<file path="src/sv/rcu_pkg.sv">
package rcu_pkg;

   localparam int ACC_W          = 64;
   localparam int RADIX_W        = 6;
   localparam int CHAR_W         = 8;
   localparam int CODE_W         = 7;
   localparam int STAT_W         = 2;
   localparam int DIGIT_W        = 6;
   localparam int PROD_W         = ACC_W + RADIX_W;
   localparam int SUM_W          = PROD_W + 1;

   localparam int MAX_IN_CHARS   = 20;
   localparam int CHAR_CNT_W     = $clog2(MAX_IN_CHARS + 1);
   localparam int MAX_OUT_DIGITS = 64;
   localparam int STORE_DEPTH    = 64;
   localparam int ADDR_W         = $clog2(STORE_DEPTH);
   localparam int DCNT_W         = $clog2(STORE_DEPTH + 1);

   localparam int DIV_BITS       = 4;
   localparam int DIV_STEPS      = ACC_W / DIV_BITS;
   localparam int STEP_W         = $clog2(DIV_STEPS);

   localparam int CSR_IDX_W      = 1;
   localparam logic [CSR_IDX_W-1:0] CSR_RADIX_IN  = 1'd0;
   localparam logic [CSR_IDX_W-1:0] CSR_RADIX_OUT = 1'd1;

   localparam logic [RADIX_W-1:0] RADIX_MIN     = 6'd2;
   localparam logic [RADIX_W-1:0] RADIX_MAX     = 6'd36;
   localparam logic [RADIX_W-1:0] RADIX_IN_RST  = 6'd10;
   localparam logic [RADIX_W-1:0] RADIX_OUT_RST = 6'd2;

   localparam logic [STAT_W-1:0] ST_OK        = 2'd0;
   localparam logic [STAT_W-1:0] ST_BAD_DIGIT = 2'd1;
   localparam logic [STAT_W-1:0] ST_OVERFLOW  = 2'd2;

   localparam logic [DIGIT_W-1:0] DIGIT_NONE = 6'd36;

   typedef enum logic [3:0] {
      S_IDLE,
      S_UPDATE,
      S_ERR_OUT,
      S_DIV_INIT,
      S_DIV_RUN,
      S_DIV_STORE,
      S_OVF_OUT,
      S_EMIT_RD,
      S_EMIT_OUT
   } state_type;

   typedef struct packed {
      logic capture;
      logic update;
      logic div_init;
      logic div_step;
      logic div_store;
      logic load_err;
      logic load_ovf;
      logic rd_issue;
      logic load_digit;
   } cmd_type;

   typedef struct packed {
      logic last_char;
      logic err_after;
      logic div_last;
      logic quot_zero;
      logic digits_full;
      logic out_free;
      logic rd_zero;
   } stat_type;

   function automatic logic [RADIX_W-1:0] clamp_radix(input logic [RADIX_W-1:0] r);
      logic [RADIX_W-1:0] res;
      if (r < RADIX_MIN) begin
         res = RADIX_MIN;
      end else if (r > RADIX_MAX) begin
         res = RADIX_MAX;
      end else begin
         res = r;
      end
      return res;
   endfunction

   // Value of an ASCII digit, or DIGIT_NONE for anything outside 0-9 and A-Z.
   function automatic logic [DIGIT_W-1:0] digit_value(input logic [CHAR_W-1:0] c);
      logic [CHAR_W-1:0] t;
      logic [DIGIT_W-1:0] res;
      if (c >= 8'h30 && c <= 8'h39) begin
         t   = c - 8'h30;
         res = t[DIGIT_W-1:0];
      end else if (c >= 8'h41 && c <= 8'h5A) begin
         t   = c - 8'h37;
         res = t[DIGIT_W-1:0];
      end else begin
         res = DIGIT_NONE;
      end
      return res;
   endfunction

   function automatic logic [CODE_W-1:0] glyph(input logic [DIGIT_W-1:0] d);
      logic [CODE_W-1:0] res;
      if (d < 6'd10) begin
         res = 7'h30 + {1'b0, d};
      end else begin
         res = 7'h37 + {1'b0, d};
      end
      return res;
   endfunction

endpackage

</file>
<file path="src/sv/radix_converter_unit.sv">
// Radix converter: ASCII numeral in radix_in (2..36) to ASCII numeral in radix_out.
// Request channel: one character word per handshake (req_char_code, req_last_char),
// most significant first. A word is taken when req_valid is high and req_stall low.
// For each character the accumulator times the radix is
// registered, then the digit is added and checked for overflow.
// On the last character the value is converted by a restoring divider that yields
// four quotient bits a cycle; digits go to a 64-entry store, then each is read back
// most significant first.
// Synchronous reset sets radix_in to 10, radix_out to 2 and clears the run state.
// Response channel: rsp_digit_code, rsp_status (0 ok, 1 bad digit, 2 overflow),
// rsp_last_result, taken when rsp_valid is high and rsp_stall low. An error run
// gives one word with code zero. While the receiver stalls, the output word holds
// and conversion waits before loading the next one.
// Registers are written through csr_wr_en/csr_index/csr_wdata; the user must write
// them only while the block is idle, since the block itself does not enforce it.
module radix_converter_unit (
   input  logic                          clock,
   input  logic                          reset,
   input  logic                          csr_wr_en,
   input  logic [rcu_pkg::CSR_IDX_W-1:0] csr_index,
   input  logic [rcu_pkg::RADIX_W-1:0]   csr_wdata,
   input  logic                          req_valid,
   output logic                          req_stall,
   input  logic [rcu_pkg::CHAR_W-1:0]    req_char_code,
   input  logic                          req_last_char,
   output logic                          rsp_valid,
   input  logic                          rsp_stall,
   output logic [rcu_pkg::CODE_W-1:0]    rsp_digit_code,
   output logic [rcu_pkg::STAT_W-1:0]    rsp_status,
   output logic                          rsp_last_result
);

   rcu_pkg::cmd_type  cmd;
   rcu_pkg::stat_type stat;

   rcu_ctrl u_ctrl (
      .clock     (clock),
      .reset     (reset),
      .req_valid (req_valid),
      .req_stall (req_stall),
      .stat      (stat),
      .cmd       (cmd)
   );

   rcu_dpath u_dpath (
      .clock           (clock),
      .reset           (reset),
      .csr_wr_en       (csr_wr_en),
      .csr_index       (csr_index),
      .csr_wdata       (csr_wdata),
      .req_char_code   (req_char_code),
      .req_last_char   (req_last_char),
      .rsp_stall       (rsp_stall),
      .rsp_valid       (rsp_valid),
      .rsp_digit_code  (rsp_digit_code),
      .rsp_status      (rsp_status),
      .rsp_last_result (rsp_last_result),
      .cmd             (cmd),
      .stat            (stat)
   );

endmodule

</file>
<file path="src/sv/rcu_ram.sv">
module rcu_ram #(
   parameter int WIDTH = 8,
   parameter int DEPTH = 64
) (
   input  logic                     clock,
   input  logic                     wr_en,
   input  logic [$clog2(DEPTH)-1:0] wr_addr,
   input  logic [WIDTH-1:0]         wr_data,
   input  logic                     rd_en,
   input  logic [$clog2(DEPTH)-1:0] rd_addr,
   output logic [WIDTH-1:0]         rd_data
);

   logic [WIDTH-1:0] mem [DEPTH];
   logic [WIDTH-1:0] rd_data_ff;

   always_ff @(posedge clock) begin
      if (wr_en) begin
         mem[wr_addr] <= wr_data;
      end
      if (rd_en) begin
         rd_data_ff <= mem[rd_addr];
      end
   end

   assign rd_data = rd_data_ff;

endmodule

</file>
<file path="src/sv/rcu_ctrl.sv">
module rcu_ctrl (
   input  logic              clock,
   input  logic              reset,
   input  logic              req_valid,
   output logic              req_stall,
   input  rcu_pkg::stat_type stat,
   output rcu_pkg::cmd_type  cmd
);

   rcu_pkg::state_type state_ff;
   rcu_pkg::state_type state_in;

   always_ff @(posedge clock) begin
      if (reset) begin
         state_ff <= rcu_pkg::S_IDLE;
      end else begin
         state_ff <= state_in;
      end
   end

   always_comb begin
      state_in = state_ff;
      unique case (state_ff)
         rcu_pkg::S_IDLE: begin
            if (req_valid) begin
               state_in = rcu_pkg::S_UPDATE;
            end
         end
         rcu_pkg::S_UPDATE: begin
            priority if (!stat.last_char) begin
               state_in = rcu_pkg::S_IDLE;
            end else if (stat.err_after) begin
               state_in = rcu_pkg::S_ERR_OUT;
            end else begin
               state_in = rcu_pkg::S_DIV_INIT;
            end
         end
         rcu_pkg::S_ERR_OUT: begin
            if (stat.out_free) begin
               state_in = rcu_pkg::S_IDLE;
            end
         end
         rcu_pkg::S_DIV_INIT: begin
            state_in = rcu_pkg::S_DIV_RUN;
         end
         rcu_pkg::S_DIV_RUN: begin
            if (stat.div_last) begin
               state_in = rcu_pkg::S_DIV_STORE;
            end
         end
         rcu_pkg::S_DIV_STORE: begin
            priority if (stat.digits_full) begin
               state_in = rcu_pkg::S_OVF_OUT;
            end else if (stat.quot_zero) begin
               state_in = rcu_pkg::S_EMIT_RD;
            end else begin
               state_in = rcu_pkg::S_DIV_RUN;
            end
         end
         rcu_pkg::S_OVF_OUT: begin
            if (stat.out_free) begin
               state_in = rcu_pkg::S_IDLE;
            end
         end
         rcu_pkg::S_EMIT_RD: begin
            state_in = rcu_pkg::S_EMIT_OUT;
         end
         rcu_pkg::S_EMIT_OUT: begin
            if (stat.out_free) begin
               state_in = stat.rd_zero ? rcu_pkg::S_IDLE : rcu_pkg::S_EMIT_RD;
            end
         end
         default: begin
            state_in = rcu_pkg::S_IDLE;
         end
      endcase
   end

   always_comb begin
      cmd       = '0;
      req_stall = 1'b1;
      unique case (state_ff)
         rcu_pkg::S_IDLE: begin
            req_stall   = 1'b0;
            cmd.capture = req_valid;
         end
         rcu_pkg::S_UPDATE:    cmd.update     = 1'b1;
         rcu_pkg::S_ERR_OUT:   cmd.load_err   = stat.out_free;
         rcu_pkg::S_DIV_INIT:  cmd.div_init   = 1'b1;
         rcu_pkg::S_DIV_RUN:   cmd.div_step   = 1'b1;
         rcu_pkg::S_DIV_STORE: cmd.div_store  = !stat.digits_full;
         rcu_pkg::S_OVF_OUT:   cmd.load_ovf   = stat.out_free;
         rcu_pkg::S_EMIT_RD:   cmd.rd_issue   = 1'b1;
         rcu_pkg::S_EMIT_OUT:  cmd.load_digit = stat.out_free;
         default: begin
            cmd = '0;
         end
      endcase
   end

endmodule

</file>
<file path="src/sv/rcu_dpath.sv">
module rcu_dpath (
   input  logic                             clock,
   input  logic                             reset,
   input  logic                             csr_wr_en,
   input  logic [rcu_pkg::CSR_IDX_W-1:0]    csr_index,
   input  logic [rcu_pkg::RADIX_W-1:0]      csr_wdata,
   input  logic [rcu_pkg::CHAR_W-1:0]       req_char_code,
   input  logic                             req_last_char,
   input  logic                             rsp_stall,
   output logic                             rsp_valid,
   output logic [rcu_pkg::CODE_W-1:0]       rsp_digit_code,
   output logic [rcu_pkg::STAT_W-1:0]       rsp_status,
   output logic                             rsp_last_result,
   input  rcu_pkg::cmd_type                 cmd,
   output rcu_pkg::stat_type                stat
);

   logic [rcu_pkg::RADIX_W-1:0]    radix_in_ff;
   logic [rcu_pkg::RADIX_W-1:0]    radix_out_ff;
   logic [rcu_pkg::RADIX_W-1:0]    rin_c;
   logic [rcu_pkg::RADIX_W-1:0]    rout_c;

   logic [rcu_pkg::ACC_W-1:0]      accum_ff;
   logic [rcu_pkg::ACC_W-1:0]      accum_in;
   logic [rcu_pkg::STAT_W-1:0]     err_ff;
   logic [rcu_pkg::STAT_W-1:0]     err_in;
   logic [rcu_pkg::CHAR_CNT_W-1:0] char_cnt_ff;
   logic [rcu_pkg::CHAR_CNT_W-1:0] char_cnt_in;

   logic [rcu_pkg::PROD_W-1:0]     prod_ff;
   logic [rcu_pkg::DIGIT_W-1:0]    dval_ff;
   logic                           last_chr_ff;
   logic [rcu_pkg::SUM_W-1:0]      sum;

   logic [rcu_pkg::ACC_W-1:0]      quot_ff;
   logic [rcu_pkg::ACC_W-1:0]      quot_in;
   logic [rcu_pkg::RADIX_W-1:0]    rem_ff;
   logic [rcu_pkg::RADIX_W-1:0]    rem_in;
   logic [rcu_pkg::STEP_W-1:0]     step_ff;

   logic [rcu_pkg::DCNT_W-1:0]     digit_cnt_ff;
   logic [rcu_pkg::ADDR_W-1:0]     rd_ptr_ff;
   logic [rcu_pkg::DIGIT_W-1:0]    rd_data;

   logic                           rsp_valid_ff;
   logic [rcu_pkg::CODE_W-1:0]     rsp_code_ff;
   logic [rcu_pkg::STAT_W-1:0]     rsp_status_ff;
   logic                           rsp_last_ff;

   assign rin_c  = rcu_pkg::clamp_radix(radix_in_ff);
   assign rout_c = rcu_pkg::clamp_radix(radix_out_ff);

   always_ff @(posedge clock) begin
      if (reset) begin
         radix_in_ff  <= rcu_pkg::RADIX_IN_RST;
         radix_out_ff <= rcu_pkg::RADIX_OUT_RST;
      end else if (csr_wr_en) begin
         if (csr_index == rcu_pkg::CSR_RADIX_IN) begin
            radix_in_ff <= csr_wdata;
         end
         if (csr_index == rcu_pkg::CSR_RADIX_OUT) begin
            radix_out_ff <= csr_wdata;
         end
      end
   end

   // Character step: the product is registered on capture, the add and the
   // overflow check follow in the next cycle.
   assign sum = {1'b0, prod_ff} + rcu_pkg::SUM_W'(dval_ff);

   always_comb begin
      accum_in    = accum_ff;
      err_in      = err_ff;
      char_cnt_in = char_cnt_ff;
      if (char_cnt_ff >= rcu_pkg::CHAR_CNT_W'(rcu_pkg::MAX_IN_CHARS)) begin
         if (err_ff == rcu_pkg::ST_OK) begin
            err_in = rcu_pkg::ST_BAD_DIGIT;
         end
      end else begin
         char_cnt_in = char_cnt_ff + 1'b1;
         if (err_ff == rcu_pkg::ST_OK) begin
            priority if (dval_ff >= rin_c) begin
               err_in = rcu_pkg::ST_BAD_DIGIT;
            end else if (sum[rcu_pkg::SUM_W-1:rcu_pkg::ACC_W] != '0) begin
               err_in = rcu_pkg::ST_OVERFLOW;
            end else begin
               accum_in = sum[rcu_pkg::ACC_W-1:0];
            end
         end
      end
   end

   always_ff @(posedge clock) begin
      if (cmd.capture) begin
         prod_ff     <= rcu_pkg::PROD_W'(accum_ff) * rcu_pkg::PROD_W'(rin_c);
         dval_ff     <= rcu_pkg::digit_value(req_char_code);
         last_chr_ff <= req_last_char;
      end
   end

   always_ff @(posedge clock) begin
      if (reset) begin
         accum_ff    <= '0;
         err_ff      <= rcu_pkg::ST_OK;
         char_cnt_ff <= '0;
      end else if (cmd.update) begin
         accum_ff    <= accum_in;
         err_ff      <= err_in;
         char_cnt_ff <= char_cnt_in;
      end else if (cmd.div_init || cmd.load_err) begin
         accum_ff    <= '0;
         err_ff      <= rcu_pkg::ST_OK;
         char_cnt_ff <= '0;
      end
   end

   // Restoring division, DIV_BITS quotient bits per cycle, MSB first.
   always_comb begin
      logic [rcu_pkg::RADIX_W:0] r;
      logic [rcu_pkg::ACC_W-1:0] q;
      r = {1'b0, rem_ff};
      q = quot_ff;
      for (int i = 0; i < rcu_pkg::DIV_BITS; i++) begin
         r = {r[rcu_pkg::RADIX_W-1:0], q[rcu_pkg::ACC_W-1]};
         q = {q[rcu_pkg::ACC_W-2:0], 1'b0};
         if (r >= {1'b0, rout_c}) begin
            r    = r - {1'b0, rout_c};
            q[0] = 1'b1;
         end
      end
      rem_in  = r[rcu_pkg::RADIX_W-1:0];
      quot_in = q;
   end

   always_ff @(posedge clock) begin
      if (cmd.div_init) begin
         quot_ff <= accum_ff;
         rem_ff  <= '0;
      end else if (cmd.div_step) begin
         quot_ff <= quot_in;
         rem_ff  <= rem_in;
      end else if (cmd.div_store) begin
         rem_ff  <= '0;
      end
   end

   always_ff @(posedge clock) begin
      if (reset) begin
         step_ff      <= '0;
         digit_cnt_ff <= '0;
      end else begin
         if (cmd.div_init || cmd.div_store) begin
            step_ff <= '0;
         end else if (cmd.div_step) begin
            step_ff <= step_ff + 1'b1;
         end
         priority if (cmd.div_init || cmd.load_ovf) begin
            digit_cnt_ff <= '0;
         end else if (cmd.div_store) begin
            digit_cnt_ff <= digit_cnt_ff + 1'b1;
         end else begin
            digit_cnt_ff <= digit_cnt_ff;
         end
      end
   end

   always_ff @(posedge clock) begin
      if (cmd.div_store) begin
         rd_ptr_ff <= digit_cnt_ff[rcu_pkg::ADDR_W-1:0];
      end else if (cmd.load_digit) begin
         rd_ptr_ff <= rd_ptr_ff - 1'b1;
      end
   end

   rcu_ram #(
      .WIDTH (rcu_pkg::DIGIT_W),
      .DEPTH (rcu_pkg::STORE_DEPTH)
   ) u_digit_store (
      .clock   (clock),
      .wr_en   (cmd.div_store),
      .wr_addr (digit_cnt_ff[rcu_pkg::ADDR_W-1:0]),
      .wr_data (rem_ff),
      .rd_en   (cmd.rd_issue),
      .rd_addr (rd_ptr_ff),
      .rd_data (rd_data)
   );

   // Output word register; a new word loads only when the slot is free.
   always_ff @(posedge clock) begin
      if (reset) begin
         rsp_valid_ff <= 1'b0;
      end else if (cmd.load_err || cmd.load_ovf || cmd.load_digit) begin
         rsp_valid_ff <= 1'b1;
      end else if (!rsp_stall) begin
         rsp_valid_ff <= 1'b0;
      end
   end

   always_ff @(posedge clock) begin
      priority if (cmd.load_err) begin
         rsp_code_ff   <= '0;
         rsp_status_ff <= err_ff;
         rsp_last_ff   <= 1'b1;
      end else if (cmd.load_ovf) begin
         rsp_code_ff   <= '0;
         rsp_status_ff <= rcu_pkg::ST_OVERFLOW;
         rsp_last_ff   <= 1'b1;
      end else if (cmd.load_digit) begin
         rsp_code_ff   <= rcu_pkg::glyph(rd_data);
         rsp_status_ff <= rcu_pkg::ST_OK;
         rsp_last_ff   <= (rd_ptr_ff == '0);
      end else begin
         rsp_code_ff   <= rsp_code_ff;
         rsp_status_ff <= rsp_status_ff;
         rsp_last_ff   <= rsp_last_ff;
      end
   end

   assign rsp_valid       = rsp_valid_ff;
   assign rsp_digit_code  = rsp_code_ff;
   assign rsp_status      = rsp_status_ff;
   assign rsp_last_result = rsp_last_ff;

   assign stat.last_char   = last_chr_ff;
   assign stat.err_after   = (err_in != rcu_pkg::ST_OK);
   assign stat.div_last    = (step_ff == rcu_pkg::STEP_W'(rcu_pkg::DIV_STEPS - 1));
   assign stat.quot_zero   = (quot_ff == '0);
   assign stat.digits_full =
      (digit_cnt_ff >= rcu_pkg::DCNT_W'(rcu_pkg::MAX_OUT_DIGITS));
   assign stat.out_free    = !rsp_valid_ff || !rsp_stall;
   assign stat.rd_zero     = (rd_ptr_ff == '0);

   a_err_code: assert property (@(posedge clock) disable iff (reset)
      err_ff == rcu_pkg::ST_OK || err_ff == rcu_pkg::ST_BAD_DIGIT ||
      err_ff == rcu_pkg::ST_OVERFLOW)
      else $error("error register holds an unused code");

   a_char_cnt: assert property (@(posedge clock) disable iff (reset)
      char_cnt_ff <= rcu_pkg::CHAR_CNT_W'(rcu_pkg::MAX_IN_CHARS))
      else $error("character count ran past its limit");

   a_load_free: assert property (@(posedge clock) disable iff (reset)
      (cmd.load_err || cmd.load_ovf || cmd.load_digit) |-> (!rsp_valid_ff || !rsp_stall))
      else $error("output word overwritten while still held");

   a_run_clear: assert property (@(posedge clock) disable iff (reset)
      cmd.div_init |=> (accum_ff == '0 && err_ff == rcu_pkg::ST_OK && char_cnt_ff == '0))
      else $error("run state not cleared at start of conversion");

endmodule
</file>
<file path="config.mk">
export PLATFORM = sky130hd
export DESIGN_NAME = radix_converter_unit
export DESIGN_NICKNAME = d
export VERILOG_FILES = /design/src/sv/rcu_pkg.sv /design/src/sv/radix_converter_unit.sv /design/src/sv/rcu_ram.sv /design/src/sv/rcu_ctrl.sv /design/src/sv/rcu_dpath.sv
export SDC_FILE = /design/constraint.sdc
export NUM_CORES = 2
export LEC_CHECK = 0
export ABC_CLOCK_PERIOD_IN_PS = 7900
export BUFFER_PORTS_ARGS = -buffer_cell sky130_fd_sc_hd__buf_4
export CORE_MARGIN = 3
export CORE_UTILIZATION = 33
export CTS_BUF_LIST = sky130_fd_sc_hd__clkbuf_4 sky130_fd_sc_hd__clkbuf_8
export DETAILED_ROUTE_END_ITERATION = 10
export SLEW_MARGIN = 20
export SYNTH_ARGS = -nofsm -noshare
export SYNTH_HDL_FRONTEND = slang
export SYNTH_SLANG_ARGS = --single-unit
</file>
<file path="constraint.sdc">
create_clock -name clock -period 7.9 [get_ports clock]
set_input_delay 0.79 -clock clock [delete_from_list [all_inputs] [get_ports clock]]
set_output_delay 0.79 -clock clock [all_outputs]
set_load 0.03 [all_outputs]
</file>
==> impl_metrics.env <==
export IMPL_fin_crit_sh_pct=96.1
export IMPL_fillers=11800
export IMPL_crit_required_ns=8.34
export IMPL_antenna_found_initial=4
export IMPL_slew_headroom_pct=27.5
export IMPL_yosysSeqAreaShare_pct=45.8
export IMPL_cp_end_kind="register"
export IMPL_r2r_end="u_dpath.quot_ff[0]"
export IMPL_hold_viol=0
export IMPL_gp_routability_congestion=0.879
export IMPL_dieArea_mm2=0.126
export IMPL_crit_top_cell="ha_1"
export IMPL_wirelength_mm=100
export IMPL_grt_max_degree=78
export IMPL_core_mm2=0.120
export IMPL_cts_root_buffer="clkbuf_8"
export IMPL_cts_hold_buf=0
export IMPL_p_leak_nw=17.3
export IMPL_synth_seq_cells=652
export IMPL_slew_viol_final=0
export IMPL_drtIter0Drc=1731
export IMPL_worstMarginPinSlew_ns=1.09
export IMPL_route_detailed_drc=0
export IMPL_register_area_mm2=0.0185
export IMPL_critPathLaunchType="register"
export IMPL_min_to="u_dpath.last_chr_ff"
export IMPL_clk_pin_slew_ns=0.07
export IMPL_power_frac_comb_pct=32.4
export IMPL_grt_util_all_layers_pct=15.9
export IMPL_slowest_stage="a221o_2"
export IMPL_clock_sinks=652
export IMPL_syn_inst=3399
export IMPL_pwr_share_clk_pct=27.4
export IMPL_hold_start="req_last_char"
export IMPL_synth_warnings=0
export IMPL_wl_per_cell_um=19.7
export IMPL_die_h_um=355
export IMPL_fin_util_pct=36.7
export IMPL_viasPerCell=5.13
export IMPL_drive_gt1_share_pct=15.6
export IMPL_cp_arrival_ns=8.03
export IMPL_synthToLayoutAreaGrowth_pct=9.91
export IMPL_reg2reg_depth=39
export IMPL_final_setup_viol_count=0
export IMPL_path_class="reg2reg"
export IMPL_peakVddDrop_mv=0.421
export IMPL_cts_tree="built"
export IMPL_p_sw_share_pct=31.3
export IMPL_htree_levels=3
export IMPL_crit_fanout=7
export IMPL_synth_distinct_cells=87
export IMPL_dpl_hpwl_mm=70.3
export IMPL_cts_buffer_depth=3
export IMPL_fin_nets=3802
export IMPL_fp_row_count=127
export IMPL_grt_pass1_vias=26300
export IMPL_r2r_start="u_dpath.radix_out_ff[3]"
export IMPL_overflow=0
export IMPL_hold_path_class="in2reg"
export IMPL_max_stage_delay_ns=0.43
export IMPL_reg2reg_slack_ns=0.31
export IMPL_worstSkewPairLatency_ns=0.72
export IMPL_final_area_mm2=0.0443
export IMPL_start_util_pct=33.4
export IMPL_numPortBuffers=32
export IMPL_max_freq_mhz=132
export IMPL_fp_dieW_um=355
export IMPL_setup_worst_path_start="u_dpath.radix_out_ff[3]"
export IMPL_grt_pass1_wl_mm=157
export IMPL_power_density_mw_per_mm2=226
export IMPL_placed_area_mm2=0.0422
export IMPL_switching_power_w=0.00313
export IMPL_drv_cap=0
export IMPL_synthFlopType="edfxtp_1"
export IMPL_ys_async_sr_fraction_pct=0
export IMPL_dr_pass1_iters=7
export IMPL_dr_total_vias=26100
export IMPL_fin_ws_ns=0.310
export IMPL_place_ws_ns=0.0249
export IMPL_avgSynthCellArea_um2=11.8
export IMPL_synth_enable_flop_cells=539
export IMPL_cellInternalPower_w=0.00687
export IMPL_antenna_left=0
export IMPL_io_pins=33
export IMPL_min_period_ns=7.59
export IMPL_synth_nets=3805
export IMPL_seq_power_share_pct=40.2
export IMPL_skew_ns=0.0347
export IMPL_cts_buffers=95
export IMPL_min_path_cells=1
export IMPL_multi_input_area_mm2=0.0200
export IMPL_outcome="finished, final reports clean"
export IMPL_syn_cell_area_mm2=0.0403
[cell usage in the layout, fill, tap and decap left out, types with 68 or more instances in the layout]
cell      synthesis  layout
buf_4             0      86
clkbuf_8          0     105
edfxtp_1        539     539
ha_1            131     129
nand2_1         498     496
mux2_2           71      69
o21ai_0          75      69
dfxtp_1         113     106
xor2_1           68      68
fa_1            254     254
a21oi_1         140     138
nand3_1          79      79
mux4_2          126     126
xnor2_1          88      88
nor2_1          187     186
inv_1           321     321
[power by group through the flow]
stage          Clock (W)  Combinational, W  Sequential, W
6_report         0.00274           0.00324        0.00403
2_1_floorplan          0           0.00206        0.00416
4_1_cts          0.00281           0.00289        0.00402
3_5_place_dp           0           0.00287        0.00410
5_1_grt          0.00295           0.00352        0.00403
3_3_place_gp           0           0.00288        0.00410
[metrics by stage]
| stage | setup TNS (ns) | total power, W | cells | hold WS (ns) |
|---|---|---|---|---|
| floorplan | 0 | 0.00622 | 3399 | 0.434 |
| global placement | 0 | 0.00697 | 4905 | 0.446 |
| detailed placement | 0 | 0.00697 | 4905 | 0.454 |
| CTS | 0 | 0.00972 | 5079 | 0.252 |
| global route | -0.0388 | 0.0105 | 5086 | 0.287 |
| finish | 0 | 0.0100 | 5086 | 0.324 |
[layout make-up]
class	instances	share of cell area (%)
tap	1612	4.56
clock inverter	37	0.531
multi-input combinational	2239	45.2
clock buffer	137	3.81
timing repair buffer	87	1.52
inverter	321	2.72
sequential	652	41.7
antenna	1	0.00565
[state kept, by name, summed over array words and instances, names as in the netlist, 4 cells and up]
name and count:
u_ctrl.state_ff 4, u_dpath.accum_ff 64, u_dpath.char_cnt_ff 5, u_dpath.digit_cnt_ff 7, u_dpath.dval_ff 6, u_dpath.prod_ff 70, u_dpath.quot_ff 64, u_dpath.radix_in_ff 6
u_dpath.radix_out_ff 6, u_dpath.rd_ptr_ff 6, u_dpath.rem_ff 6, u_dpath.rsp_digit_code 7, u_dpath.step_ff 4, u_dpath.u_digit_store.mem 384, u_dpath.u_digit_store.rd_data 6
[how the worst max path moves through the flow]
stage                               to  slack [ns]  cells past startpoint
detailed placement  u_dpath.quot_ff[0]        0.02                     39
CTS                 u_dpath.quot_ff[0]       0.008                     39
global route        u_dpath.quot_ff[0]       -0.02                     39
floorplan           u_dpath.quot_ff[0]        0.05                     40
global placement    u_dpath.quot_ff[0]        0.12                     39
finish              u_dpath.quot_ff[0]        0.31                     39
[cells in the mapped netlist (all sizes together) (51+ instances only)]
cell / number / area, µm²
inv: 321 / 1200
a21o: 51 / 383
edfxtp: 539 / 16200
and2: 61 / 382
nand3: 80 / 405
clkbuf: 115 / 432
ha: 131 / 1640
mux2: 72 / 815
nor2: 189 / 719
buf: 72 / 315
dfxtp: 113 / 2260
xor2: 68 / 596
o21ai: 86 / 430
nand2: 499 / 1880
mux4: 126 / 2840
a21oi: 140 / 701
xnor2: 88 / 771
fa: 254 / 5080
[repair_timing]
item | in CTS | in global routing
endpoints found under the hold margin | 0 | 0
setup endpoints to repair | 0 | 7
gates resized for setup | 0 | 18
setup buffers | 0 | 5
[routing by layer]
metal	GRT usage [%]	wire, µm	vias to the layer above
met5	0	27	-
met4	4.12	1720	4
met3	2.42	5610	106
met2	25.3	46700	691
met1	22.7	46100	13400
li1	-	-	11900
[kinds of logic (layout without fill, tap and decap cells)]
group	after synthesis	count (layout)	synth area share, %
and+or+nand+nor	1051	1051	12.2
DFF	652	652	45.8
buffers and inverters	508	582	4.85
AOI/OAI and AO/OA	434	434	7.65
adders and majority gates	386	386	16.7
muxes	212	212	9.42
xor gates and xnor gates	156	156	3.39
other	0	1	0
[worst max-delay path, delay by kind of cell (launching register included)]
kind,cells,cell delay (ns)
adder cells (fa/ha/maj),4,1.07
buffers and inverters,3,0.18
AND/OR/NAND/NOR,12,1.68
flip-flops,1,0.32
AO/OA/AOI/OAI,17,3.12
multiplexers,3,0.95
Note: power is estimated with default switching activity, not from simulation.
